### config.mk
export PLATFORM = sky130hd
export DESIGN_NAME = drm_out_stage
export DESIGN_NICKNAME = d
export VERILOG_FILES = /design/src/hdl/drm_pkg.sv /design/src/hdl/drm_out_stage.sv
export SDC_FILE = /design/constraint.sdc
export NUM_CORES = 1
export LEC_CHECK = 0
export CORE_AREA = 3 3 76 78
export DETAILED_ROUTE_END_ITERATION = 12
export DIE_AREA = 0 0 79 81
export DONT_BUFFER_PORTS = 1
export HOLD_SLACK_MARGIN = 0.12
export PLACE_DENSITY = 0.75
export SLEW_MARGIN = 15
export SYNTH_ARGS = -nofsm -noshare
export SYNTH_HDL_FRONTEND = slang
export SYNTH_SLANG_ARGS = --single-unit
### constraint.sdc
create_clock -name aclk -period 2.96 [get_ports aclk]
set_input_delay 0.296 -clock aclk [delete_from_list [all_inputs] [get_ports aclk]]
set_output_delay 0.296 -clock aclk [all_outputs]
set_load 0.01 [all_outputs]
### src/hdl/drm_pkg.sv
`default_nettype none
package drm_pkg;

    // Per-ring storage depth in bytes; must be a power of two.
    localparam int MAX_RING_BYTES = 4096;
    localparam int RING_AW        = $clog2(MAX_RING_BYTES);
    localparam int CNT_W          = RING_AW + 1;
    localparam int NUM_RINGS      = 4;
    localparam int RING_IDX_W     = $clog2(NUM_RINGS);
    localparam int RAM_AW         = RING_IDX_W + RING_AW;

    localparam int CFG_W          = 4;
    localparam int CFG_IDX_W      = 1;
    localparam int BELL_W         = 32;

    localparam int LOG2_LO        = 4;
    localparam int LOG2_HI        = (RING_AW < 12) ? RING_AW : 12;
    localparam logic [CFG_W-1:0] CAP_LOG2_RESET = CFG_W'(12);

    localparam int IN_TDATA_W     = 16;
    localparam int OUT_TDATA_W    = 48;

    // Configuration register indexes
    localparam logic [CFG_IDX_W-1:0] REG_CONTROL_CAP = 1'b0;
    localparam logic [CFG_IDX_W-1:0] REG_BULK_CAP    = 1'b1;

    typedef enum logic [2:0] {
        OP_WRITE   = 3'd0,
        OP_READ    = 3'd1,
        OP_CLOSE   = 3'd2,
        OP_PREPARE = 3'd3,
        OP_FINISH  = 3'd4,
        OP_QUERY   = 3'd5
    } op_t;

    typedef enum logic [1:0] {
        ST_OK     = 2'd0,
        ST_NONE   = 2'd1,
        ST_CLOSED = 2'd2
    } status_t;

    typedef struct packed {
        logic              we;
        logic              re;
        logic [RAM_AW-1:0] addr;
        logic [7:0]        wdata;
    } ram_req_t;

    typedef struct packed {
        status_t           status;
        logic              transferred;
        logic              rd;
        logic [BELL_W-1:0] doorbell;
        logic              wake;
        logic              peer_closed;
        logic              pending;
        logic              fully_closed;
    } res_t;

    // Position mask of a ring for a capacity log2 setting, clamped to range.
    function automatic logic [RING_AW-1:0] ring_mask(input logic [CFG_W-1:0] lg);
        logic [CFG_W-1:0] l;
        logic [RING_AW:0] span;
        l = lg;
        if (l < CFG_W'(LOG2_LO)) l = CFG_W'(LOG2_LO);
        if (l > CFG_W'(LOG2_HI)) l = CFG_W'(LOG2_HI);
        span = ({{RING_AW{1'b0}}, 1'b1} << l) - {{RING_AW{1'b0}}, 1'b1};
        return span[RING_AW-1:0];
    endfunction

endpackage
`default_nettype wire

### src/hdl/drm_out_stage.sv
`default_nettype none
module drm_out_stage (
    input  wire logic                              aclk,
    input  wire logic                              aresetn,
    input  wire logic                              item_fire,
    input  wire drm_pkg::res_t                     res,
    input  wire logic [7:0]                        ram_rdata,
    output logic                                   stage_ready,
    output logic                                   m_tvalid,
    input  wire logic                              m_tready,
    output logic [drm_pkg::OUT_TDATA_W-1:0]        m_tdata
);

    logic          s1_valid_reg, s1_valid_next;
    drm_pkg::res_t s1_res_reg;
    logic          out_valid_reg, out_valid_next;
    logic [drm_pkg::OUT_TDATA_W-1:0] out_data_reg, out_data_next;
    logic          s1_advance;
    logic [7:0]    byte_out;

    assign s1_advance  = s1_valid_reg & (~out_valid_reg | m_tready);
    assign stage_ready = ~s1_valid_reg | s1_advance;
    assign byte_out    = s1_res_reg.rd ? ram_rdata : 8'd0;

    always_comb begin
        s1_valid_next  = s1_valid_reg;
        out_valid_next = out_valid_reg;
        out_data_next  = out_data_reg;
        if (out_valid_reg && m_tready) begin
            out_valid_next = 1'b0;
        end
        if (s1_advance) begin
            s1_valid_next  = 1'b0;
            out_valid_next = 1'b1;
            out_data_next  = {1'b0,
                              s1_res_reg.fully_closed,
                              s1_res_reg.pending,
                              s1_res_reg.peer_closed,
                              s1_res_reg.wake,
                              s1_res_reg.doorbell,
                              byte_out,
                              s1_res_reg.transferred,
                              s1_res_reg.status};
        end
        if (item_fire) begin
            s1_valid_next = 1'b1;
        end
    end

    always_ff @(posedge aclk) begin
        if (!aresetn) begin
            s1_valid_reg  <= 1'b0;
            out_valid_reg <= 1'b0;
        end else begin
            s1_valid_reg  <= s1_valid_next;
            out_valid_reg <= out_valid_next;
        end
    end

    always_ff @(posedge aclk) begin
        out_data_reg <= out_data_next;
        if (item_fire) begin
            s1_res_reg <= res;
        end
    end

    assign m_tvalid = out_valid_reg;
    assign m_tdata  = out_data_reg;

endmodule
`default_nettype wire

==> flow_summary.json <==
{
  "status": "finished, final reports clean",
  "leakagePower_nw": 1.191,
  "diodes": 0,
  "core_um2": 5140,
  "r2r_end": "m_tdata[4]",
  "antenna_found_initial": 0,
  "synth_common_cells": "87 x edfxtp_1, 9 x and2_1, 2 x dfxtp_1",
  "rows": 26,
  "dieHeight_um": 81,
  "ios": 102,
  "max_cap_violations": 0,
  "netlist_instances": 105,
  "synth_edf_count": 87,
  "post-route-drc-count": 0,
  "critPathRequiredTime_ns": 2.94,
  "total_power_mw": 2.471,
  "grt_pass1_wl_um": 6437,
  "initial_core_util_pct": 53.60,
  "io_buffers": 0,
  "die_w_um": 79,
  "reg2reg_slack_ns": 1.29,
  "ys_seq_area_share_pct": 96.28,
  "end_kind": "flip-flop",
  "yosysTopAreaCellShare_pct": 94.82,
  "wl_um": 4276,
  "synth_area_leader_cell": "edfxtp_1",
  "cts_root_buf": "clkbuf_8",
  "critPathKind": "flip-flop to flip-flop",
  "cts_tree": "yes",
  "grt-ovfl-total": 0,
  "ir_worst_vdd_v": 0.0004832,
  "gp_congestion": 0.6687,
  "crit_fanout": 37,
  "cts_setup_buffers": 0,
  "grt_max_degree": 42,
  "antenna_left": 0,
  "fin_nets": 210,
  "clock_latency_ns": 0.33,
  "min_period_ns": 1.669,
  "finalCritPeriodShare_pct": 56.39,
  "reg2reg_from": "m_tvalid",
  "hold_depth": 1,
  "clock_sinks": 89,
  "rsz0062_at_grt": "false",
  "vias_per_cell": 4.811,
  "fin_setup_tns_ns": 0,
  "avgSynthCellArea_um2": 26.24,
  "synth.distinct_cells": 10,
  "yosys-top-cells-area": "edfxtp_1 95%, and2_1 2.0%, dfxtp_1 1.5%, a22o_1 0.32%, nor2b_2 0.32%",
  "worstPathArrival_ns": 1.65,
  "ys_warn_count": 0,
  "clockBufferDepth": 2,
  "largest_reg_flops": 47,
  "route.vias.total": 1121,
  "finalSetupViolations": 0,
  "cts_made_buffers": 9,
  "ys_seq_elements": 89,
  "cts.reportedPaths.clkPinSlew_ns": 0.08,
  "synth_nets": 157,
  "hold_path.class": "input port to flip-flop",
  "drtIter0Drc": 39,
  "hold_start": "ram_rdata[7]",
  "critPathLaunchType": "flip-flop",
  "die-area_um2": 6399,
  "cellPowerDensity_nw_per_um2": 705.9,
  "wl_per_cell_um": 18.35,
  "slew_viol_final": 0,
  "async_reset_ff_share_pct": 0,
  "syn_area_um2": 2755,
  "areaGrowthSynthToFinish_pct": 27.07,
  "layout-drive-gt1-share_pct": 11.66,
  "synth_flop_cell": "edfxtp_1",
  "holdPathEnd": "m_tdata[10]",
  "skew_ns": 0.005643,
  "yosysMostFrequentCell": "edfxtp_1",
  "fmax_mhz": 599.1,
  "worst-r2r-cell-count": 3,
  "dr.pass1.iters": 4,
  "grt_usage_pct": 14.45,
  "h-tree-depth": 3,
  "hold_viol": 0,
  "grt_pass1_vias": 1233
}
-- cell families (layout without fill, tap and decap cells) --
logic type,Yosys count,count (layout),share of synthesized area [%]
AO/OA/AOI/OAI,2,2,0.5905
buffers and inverters,1,59,0.2726
flip-flops,89,89,96.28
other,1,1,0.1361
AND/OR/NAND/NOR,12,12,2.725
-- final cells by class --
type                    count  area, um^2
flip-flops and latches     89        2653
fillers                   330        1639
repair buffers             43       437.9
clock buffers              11       141.4
multi-input cells          15       102.6
well taps                  70       87.58
clock inverters             5       78.83
-- cells in the final DEF, fill, tap and decap left out --
cell type / instances
dfxtp_1: 2
and2_1: 9
clkbuf_8: 10
dlygate4sd3_1: 41
nand2_1: 1
buf_4: 1
clkinv_4: 1
nor2b_4: 1
clkbuf_1: 1
bufinv_16: 2
a22o_1: 1
o21a_1: 1
conb_1: 1
edfxtp_1: 87
nor2b_2: 1
buf_12: 1
clkinv_2: 2
-- metrics by stage --
step / worst slack, ns / instance area, um^2 / hold slack [ns] / util [%] / std cells
finish: 1.291 / 3501 / 0.1760 / 68.11 / 233
global route: 1.197 / 3501 / 0.1528 / 68.11 / 233
detailed placement: 1.296 / 2850 / 0.3949 / 55.45 / 175
global placement: 1.357 / 2850 / 0.3949 / 55.45 / 175
floorplan: 0.8010 / 2758 / 0.3949 / - / 105
CTS: 1.278 / 3501 / 0.1557 / 68.11 / 233
-- power by group --
group | switching (mW) | total (mW) | internal, mW
Clock | 0.366 | 0.863 | 0.497
Sequential | 0.0443 | 1.53 | 1.48
Combinational | 0.0366 | 0.0828 | 0.0462
Total | 0.447 | 2.47 | 2.02
-- how the worst max path moves through the flow --
stage | startpoint | to | slack (ns) | depth (start not counted)
2_1_floorplan | m_tvalid | m_tdata[0] | 0.80 | 2
3_3_place_gp | m_tvalid | m_tdata[0] | 1.36 | 3
3_5_place_dp | m_tvalid | m_tdata[3] | 1.30 | 3
4_1_cts | m_tvalid | m_tdata[3] | 1.28 | 3
5_1_grt | m_tvalid | m_tdata[42] | 1.20 | 3
6_report | m_tvalid | m_tdata[4] | 1.29 | 3
-- critical path: stages, from the launching register on --
cell	delay [ns]
dfxtp_1	0.35
nor2b_2	0.20
nor2b_4	0.28
buf_4	0.47
-- layer usage --
layer / wire length, um / share of wire [%] / track usage, %
met4: 45 / 1.1 / 6.186
met3: 445 / 10 / 7.871
met2: 2371 / 55 / 26.68
met1: 1414 / 33 / 12.87
met5: 0 / 0 / 0
-- what timing repair did --
action,4_1_cts,5_1_grt
hold buffers,42,0
hold endpoints to repair,82,0
resized for setup,0,0
No activity file was read; power rests on OpenSTA's default activity.
