===== src/hdl/drm_pkg.sv =====
`default_nettype none
package drm_pkg;

    // Per-ring storage depth in bytes; must be a power of two.
    localparam int MAX_RING_BYTES = 4096;
    localparam int RING_AW        = $clog2(MAX_RING_BYTES);
    localparam int CNT_W          = RING_AW + 1;
    localparam int NUM_RINGS      = 4;
    localparam int RING_IDX_W     = $clog2(NUM_RINGS);
    localparam int RAM_AW         = RING_IDX_W + RING_AW;

    localparam int CFG_W          = 4;
    localparam int CFG_IDX_W      = 1;
    localparam int BELL_W         = 32;

    localparam int LOG2_LO        = 4;
    localparam int LOG2_HI        = (RING_AW < 12) ? RING_AW : 12;
    localparam logic [CFG_W-1:0] CAP_LOG2_RESET = CFG_W'(12);

    localparam int IN_TDATA_W     = 16;
    localparam int OUT_TDATA_W    = 48;

    // Configuration register indexes
    localparam logic [CFG_IDX_W-1:0] REG_CONTROL_CAP = 1'b0;
    localparam logic [CFG_IDX_W-1:0] REG_BULK_CAP    = 1'b1;

    typedef enum logic [2:0] {
        OP_WRITE   = 3'd0,
        OP_READ    = 3'd1,
        OP_CLOSE   = 3'd2,
        OP_PREPARE = 3'd3,
        OP_FINISH  = 3'd4,
        OP_QUERY   = 3'd5
    } op_t;

    typedef enum logic [1:0] {
        ST_OK     = 2'd0,
        ST_NONE   = 2'd1,
        ST_CLOSED = 2'd2
    } status_t;

    typedef struct packed {
        logic              we;
        logic              re;
        logic [RAM_AW-1:0] addr;
        logic [7:0]        wdata;
    } ram_req_t;

    typedef struct packed {
        status_t           status;
        logic              transferred;
        logic              rd;
        logic [BELL_W-1:0] doorbell;
        logic              wake;
        logic              peer_closed;
        logic              pending;
        logic              fully_closed;
    } res_t;

    // Position mask of a ring for a capacity log2 setting, clamped to range.
    function automatic logic [RING_AW-1:0] ring_mask(input logic [CFG_W-1:0] lg);
        logic [CFG_W-1:0] l;
        logic [RING_AW:0] span;
        l = lg;
        if (l < CFG_W'(LOG2_LO)) l = CFG_W'(LOG2_LO);
        if (l > CFG_W'(LOG2_HI)) l = CFG_W'(LOG2_HI);
        span = ({{RING_AW{1'b0}}, 1'b1} << l) - {{RING_AW{1'b0}}, 1'b1};
        return span[RING_AW-1:0];
    endfunction

endpackage
`default_nettype wire


===== src/hdl/drm_ctrl.sv =====
`default_nettype none
module drm_ctrl (
    input  wire logic                          aclk,
    input  wire logic                          aresetn,
    input  wire logic                          cfg_wr_en,
    input  wire logic [drm_pkg::CFG_IDX_W-1:0] cfg_index,
    input  wire logic [drm_pkg::CFG_W-1:0]     cfg_data,
    input  wire logic                          item_fire,
    input  wire logic [2:0]                    op,
    input  wire logic                          side,
    input  wire logic                          ring_class,
    input  wire logic [7:0]                    byte_in,
    output drm_pkg::ram_req_t                  ram_req,
    output drm_pkg::res_t                      res
);

    logic [drm_pkg::CFG_W-1:0] ctrl_log2_reg, bulk_log2_reg;

    logic [drm_pkg::CNT_W-1:0] head_reg [drm_pkg::NUM_RINGS];
    logic [drm_pkg::CNT_W-1:0] head_next [drm_pkg::NUM_RINGS];
    logic [drm_pkg::CNT_W-1:0] tail_reg [drm_pkg::NUM_RINGS];
    logic [drm_pkg::CNT_W-1:0] tail_next [drm_pkg::NUM_RINGS];
    logic [drm_pkg::NUM_RINGS-1:0] blocked_reg, blocked_next;
    logic [1:0] close_reg, close_next;
    logic [1:0] waiting_reg, waiting_next;
    logic [drm_pkg::BELL_W-1:0] bell_reg [2];
    logic [drm_pkg::BELL_W-1:0] bell_next [2];

    logic                            peer;
    logic [drm_pkg::RING_IDX_W-1:0]  ring;
    logic [drm_pkg::RING_AW-1:0]     mask;
    logic [drm_pkg::CNT_W-1:0]       used;
    logic [drm_pkg::CNT_W-1:0]       head_cur, tail_cur;
    logic                            ring_bell;
    logic                            pend;

    always_ff @(posedge aclk) begin
        if (!aresetn) begin
            ctrl_log2_reg <= drm_pkg::CAP_LOG2_RESET;
            bulk_log2_reg <= drm_pkg::CAP_LOG2_RESET;
        end else if (cfg_wr_en) begin
            case (cfg_index)
                drm_pkg::REG_CONTROL_CAP: ctrl_log2_reg <= cfg_data;
                drm_pkg::REG_BULK_CAP:    bulk_log2_reg <= cfg_data;
                default: ;
            endcase
        end
    end

    assign peer     = ~side;
    assign ring     = (drm_pkg::op_t'(op) == drm_pkg::OP_WRITE) ? {side, ring_class}
                                                                : {peer, ring_class};
    assign mask     = drm_pkg::ring_mask(ring_class ? bulk_log2_reg : ctrl_log2_reg);
    assign head_cur = head_reg[ring];
    assign tail_cur = tail_reg[ring];
    assign used     = head_cur - tail_cur;

    always_comb begin
        head_next    = head_reg;
        tail_next    = tail_reg;
        blocked_next = blocked_reg;
        close_next   = close_reg;
        waiting_next = waiting_reg;
        bell_next    = bell_reg;
        ring_bell    = 1'b0;
        ram_req      = '0;
        res          = '0;
        res.status   = drm_pkg::ST_OK;
        ram_req.wdata = byte_in;

        case (drm_pkg::op_t'(op))
            drm_pkg::OP_WRITE: begin
                ram_req.addr = {ring, head_cur[drm_pkg::RING_AW-1:0] & mask};
                if (close_reg != 2'b00) begin
                    res.status = drm_pkg::ST_CLOSED;
                end else if (used > {1'b0, mask}) begin
                    blocked_next[ring] = 1'b1;
                    res.status         = drm_pkg::ST_NONE;
                end else begin
                    ram_req.we      = item_fire;
                    head_next[ring] = head_cur + drm_pkg::CNT_W'(1);
                    res.transferred = 1'b1;
                    ring_bell       = 1'b1;
                end
            end
            drm_pkg::OP_READ: begin
                ram_req.addr = {ring, tail_cur[drm_pkg::RING_AW-1:0] & mask};
                if (used == '0) begin
                    res.status = close_reg[peer] ? drm_pkg::ST_CLOSED : drm_pkg::ST_NONE;
                end else begin
                    ram_req.re      = item_fire;
                    tail_next[ring] = tail_cur + drm_pkg::CNT_W'(1);
                    res.transferred = 1'b1;
                    res.rd          = 1'b1;
                    if (blocked_reg[ring]) begin
                        blocked_next[ring] = 1'b0;
                        ring_bell          = 1'b1;
                    end
                end
            end
            drm_pkg::OP_CLOSE: begin
                if (!close_reg[side]) begin
                    close_next[side] = 1'b1;
                    ring_bell        = 1'b1;
                end
            end
            drm_pkg::OP_PREPARE: begin
                waiting_next[side] = 1'b1;
                res.doorbell       = bell_reg[side];
            end
            drm_pkg::OP_FINISH: begin
                waiting_next[side] = 1'b0;
            end
            default: ;
        endcase

        // Every bell rung by an item goes to the peer of the issuer.
        if (ring_bell) begin
            bell_next[peer] = bell_reg[peer] + drm_pkg::BELL_W'(1);
            res.wake        = waiting_reg[peer];
        end

        pend = (head_next[{peer, 1'b0}] != tail_next[{peer, 1'b0}])
            || (head_next[{peer, 1'b1}] != tail_next[{peer, 1'b1}]);
        res.peer_closed  = close_next[peer];
        res.pending      = pend;
        res.fully_closed = close_next[peer] & ~pend;
    end

    always_ff @(posedge aclk) begin
        if (!aresetn) begin
            for (int i = 0; i < drm_pkg::NUM_RINGS; i++) begin
                head_reg[i] <= '0;
                tail_reg[i] <= '0;
            end
            blocked_reg <= '0;
            close_reg   <= '0;
            waiting_reg <= '0;
            bell_reg[0] <= '0;
            bell_reg[1] <= '0;
        end else if (item_fire) begin
            head_reg    <= head_next;
            tail_reg    <= tail_next;
            blocked_reg <= blocked_next;
            close_reg   <= close_next;
            waiting_reg <= waiting_next;
            bell_reg    <= bell_next;
        end
    end

endmodule
`default_nettype wire


===== config.mk =====
export PLATFORM = sky130hd
export DESIGN_NAME = drm_ctrl
export DESIGN_NICKNAME = d
export VERILOG_FILES = /design/src/hdl/drm_pkg.sv /design/src/hdl/drm_ctrl.sv
export SDC_FILE = /design/constraint.sdc
export NUM_CORES = 1
export LEC_CHECK = 0
export ABC_AREA = 1
export CELL_PAD_IN_SITES_DETAIL_PLACEMENT = 1
export CELL_PAD_IN_SITES_GLOBAL_PLACEMENT = 2
export CORE_ASPECT_RATIO = 0.7
export CORE_MARGIN = 2
export CORE_UTILIZATION = 31
export CTS_CLUSTER_DIAMETER = 30
export CTS_CLUSTER_SIZE = 20
export DETAILED_ROUTE_END_ITERATION = 7
export DONT_BUFFER_PORTS = 1
export GPL_TIMING_DRIVEN = 0
export PLACE_DENSITY_LB_ADDON = 0.15
export SLEW_MARGIN = 20
export SYNTH_ARGS = -nofsm -noshare
export SYNTH_HDL_FRONTEND = slang
export SYNTH_SLANG_ARGS = --single-unit

===== constraint.sdc =====
create_clock -name aclk -period 4.21 [get_ports aclk]
set_input_delay 0.2105 -clock aclk [delete_from_list [all_inputs] [get_ports aclk]]
set_output_delay 0.2105 -clock aclk [all_outputs]
set_load 0.02 [all_outputs]

==> reports/qor.csv <==
metric,value,unit
synth-to-layout area growth,33.6,%
Crit Path Max Fanout,9,
Finish-stage setup viols,71,
run status,"finished, violations left",
Sum Neg Setup Slack,-20.01,ns
max frequency,0.185,GHz
failing checks,setup timing,
TritonCTS sink count,184,
endpoints failing hold,0,
final clock skew,0.0126,ns
gr ovfl total,0,
final wirelength,82.9,mm
Core Footprint,46200,µm²
min Tclk post-route,5.42,ns
worst slew pin tran,1.22,ns
Leak,9.46,nW
worst r2r path cells,30,
IO Port Bufs,0,
R2R Setup Slk,-0.37,ns
Total Routing Usage GR,34.1,%
first-pass GRT wire length,119,mm
TritonRoute pass-1 iters,5,
Inserted Clock Buffers,17,
Post-route DRC,0,
DP HPWL,61.4,mm
I/O pin count,86,
GRT met1 Usage,50.4,%
Final Instance Count excl. Fillers,3317,
VDD IR max,0.000267,V
relative slew slack,17.5,%
cell count after synthesis,2555,
routed len/inst,25.0,µm
clock root buffer,clkbuf_16,
Slowest cell on crit path,fa_2,
nets@finish,2744,
busiest grt layer,met1,
GR Util met3,9.58,%
clock tree from TritonCTS,done,
placement row count,66,
Post-DP Area,15400,µm²
Synth Cell Area,14400,µm²
clock buffer depth,2,
CP Launch Type,flop,
pre-CTS setup slack,-2.58,ns
final hold slack,0.0555,ns
count of cell types in the netlist,47,
Setup WS post-layout,-1.21,ns
largest net degree at the start of global routing,17,
Avg Inst Size Synth,5.65,µm²
Worst Setup End Kind,output pin,
synthesized flop and latch total,184,
fin. max-slew vios,0,
Max H-tree Level,4,
Ys Warns,0,
Routed Antenna Nets,0,
"slowest stage delay, CP",0.41,ns
die area,48400,µm²
Placed Cells,3169,
share of post-route cells with drive strength above 1,22.7,%
worst path arrival time,5.21,ns
Starting DRT DRC Count,1811,
initial antenna violation count,3,
RSZ-0062 raised after global routing,yes,
sequential area share after synthesis,25.5,%
Vias/cell,5.49,
antenna fix cells,0,
DR vias,18200,
WHS Path Cells,3,
worst min path class,input pin to flop,
Die Ht,185,µm
Largest register FFs,64,
post-route design area,19300,µm²
max-cap check violation count,0,
final worst-path cycle share,129,%
Power Dens Cells,332,nW/µm²
Starting Density,31.2,%
chip width,262,µm
GPL Wtd Cong,0.991,
"Top cell by count, worst path",nand2_4,
Worst-path clk slew,0.08,ns
clock latency on the worst-skew pair,0.48,ns
WS Path Type,flop to output pin,
vias in the first global route,17600,
CP Data Required Time,4.00,ns
M2 GR Usage,47.8,%
## through the flow
step | power (W) | util [%]
3_5_place_dp | 0.00377 | 33.2
6_report | 0.00641 | 41.7
4_1_cts | 0.00609 | 39.9
2_1_floorplan | 0.00307 | -
5_1_grt | 0.00668 | 41.7
3_3_place_gp | 0.00373 | 33.1
## cell families after synthesis
group                    after synthesis  share of synthesized area [%]
AO/OA/AOI/OAI                        545                           19.7
XOR/XNOR                              40                           2.43
adder cells (fa/ha/maj)               29                           2.56
buffers and inverters                549                           15.2
flip-flops                           184                           25.5
other                                  2                         0.0520
AND/OR/NAND/NOR                     1206                           34.6
## per-layer routing
layer	up-vias	wire [µm]	share of wire, %
met4	2	2000	2.4
met1	8998	38800	47
met2	752	33300	40
li1	8338	-	-
met5	-	64	0.077
met3	129	8760	11
## cells in the mapped netlist, drive strengths merged
cell | count | share of area, %
nor2 | 231 | 6.4
clkbuf | 66 | 1.7
a2111oi | 3 | 0.18
a211oi | 4 | 0.21
nand2 | 792 | 21
nor3b | 2 | 0.10
xor2 | 22 | 1.3
o22ai | 5 | 0.22
a21oi | 139 | 4.8
or2 | 6 | 0.26
xnor2 | 18 | 1.1
a21boi | 2 | 0.10
o211ai | 23 | 1.2
nand4 | 54 | 2.4
dfxtp | 184 | 26
nand3 | 100 | 3.7
a22oi | 2 | 0.10
conb | 2 | 0.052
a211o | 1 | 0.061
clkinv | 1 | 0.026
o21a | 1 | 0.052
o21bai | 1 | 0.052
o2111a | 1 | 0.078
o31ai | 1 | 0.052
nand3b | 3 | 0.16
buf | 65 | 2.6
o21ai | 362 | 13
nor4 | 4 | 0.22
inv | 417 | 11
ha | 28 | 2.4
fa | 1 | 0.14
nor3 | 14 | 0.52
## final timing paths
| path | from | to |
|---|---|---|
| max | head_reg[1] | res[0] |
| min | cfg_wr_en | bulk_log2_reg[3] |
| max reg2reg | head_reg[1] | bell_reg[10] |
| min reg2reg | flop | flop |
## power breakdown
| part | internal [W] | total [W] | switching (W) | leakage, nW |
|---|---|---|---|---|
| Clock | 0.000962 | 0.00184 | 0.000874 | 0.295 |
| Combinational | 0.000890 | 0.00267 | 0.00178 | 7.65 |
| Sequential | 0.00183 | 0.00190 | 0.0000683 | 1.51 |
## cell type report
class                      instances  area, µm²
sequential                       184       3700
tap                              612        766
timing repair buffer             118       1270
fill                            6097      27000
inverter                         418       1610
clock buffer                      19        443
buffer                           130        965
multi-input combinational       1824      10400
clock inverter                    12        166
## critical path, delay by kind of cell, from the launching register on
| kind | cells | cell delay (ns) |
|---|---|---|
| and+or+nand+nor | 19 | 2.48 |
| buffers and inverters | 7 | 0.93 |
| adders and majority gates | 2 | 0.68 |
| DFF | 1 | 0.33 |
| AOI/OAI and AO/OA | 2 | 0.25 |
## layout by cell type (no fill, tap or decap), types with 9 or more instances in the layout
master and instances:
nor2_1 174, buf_12 14, o21ai_1 73, nor3_1 9, nand3_4 19, o21ai_2 68, nor2_2 31, inv_2 35
o211ai_1 23, clkbuf_16 23, xor2_1 21, inv_1 372, a21oi_2 20, clkbuf_1 58, ha_4 18, nand2_4 43
xnor2_1 17, dfxtp_2 10, nor2_4 26, o21ai_0 214, nand2_1 675, ha_1 10, nand3_2 22, buf_6 32
buf_2 16, buf_4 85, dfxtp_1 173, a21oi_1 117, nand3_1 59, nand4_1 53, buf_8 9, nand2_2 72
## repair_timing
item                                    CTS  global route
endpoints found under the setup margin  154           114
pin swaps                               136            92
hold buffers                              8             0
endpoints found under the hold margin    12             0
gates resized for setup                 500           167
cloned                                   12             1
buffers inserted                         78            27
Note: power is estimated with default switching activity, not from simulation.
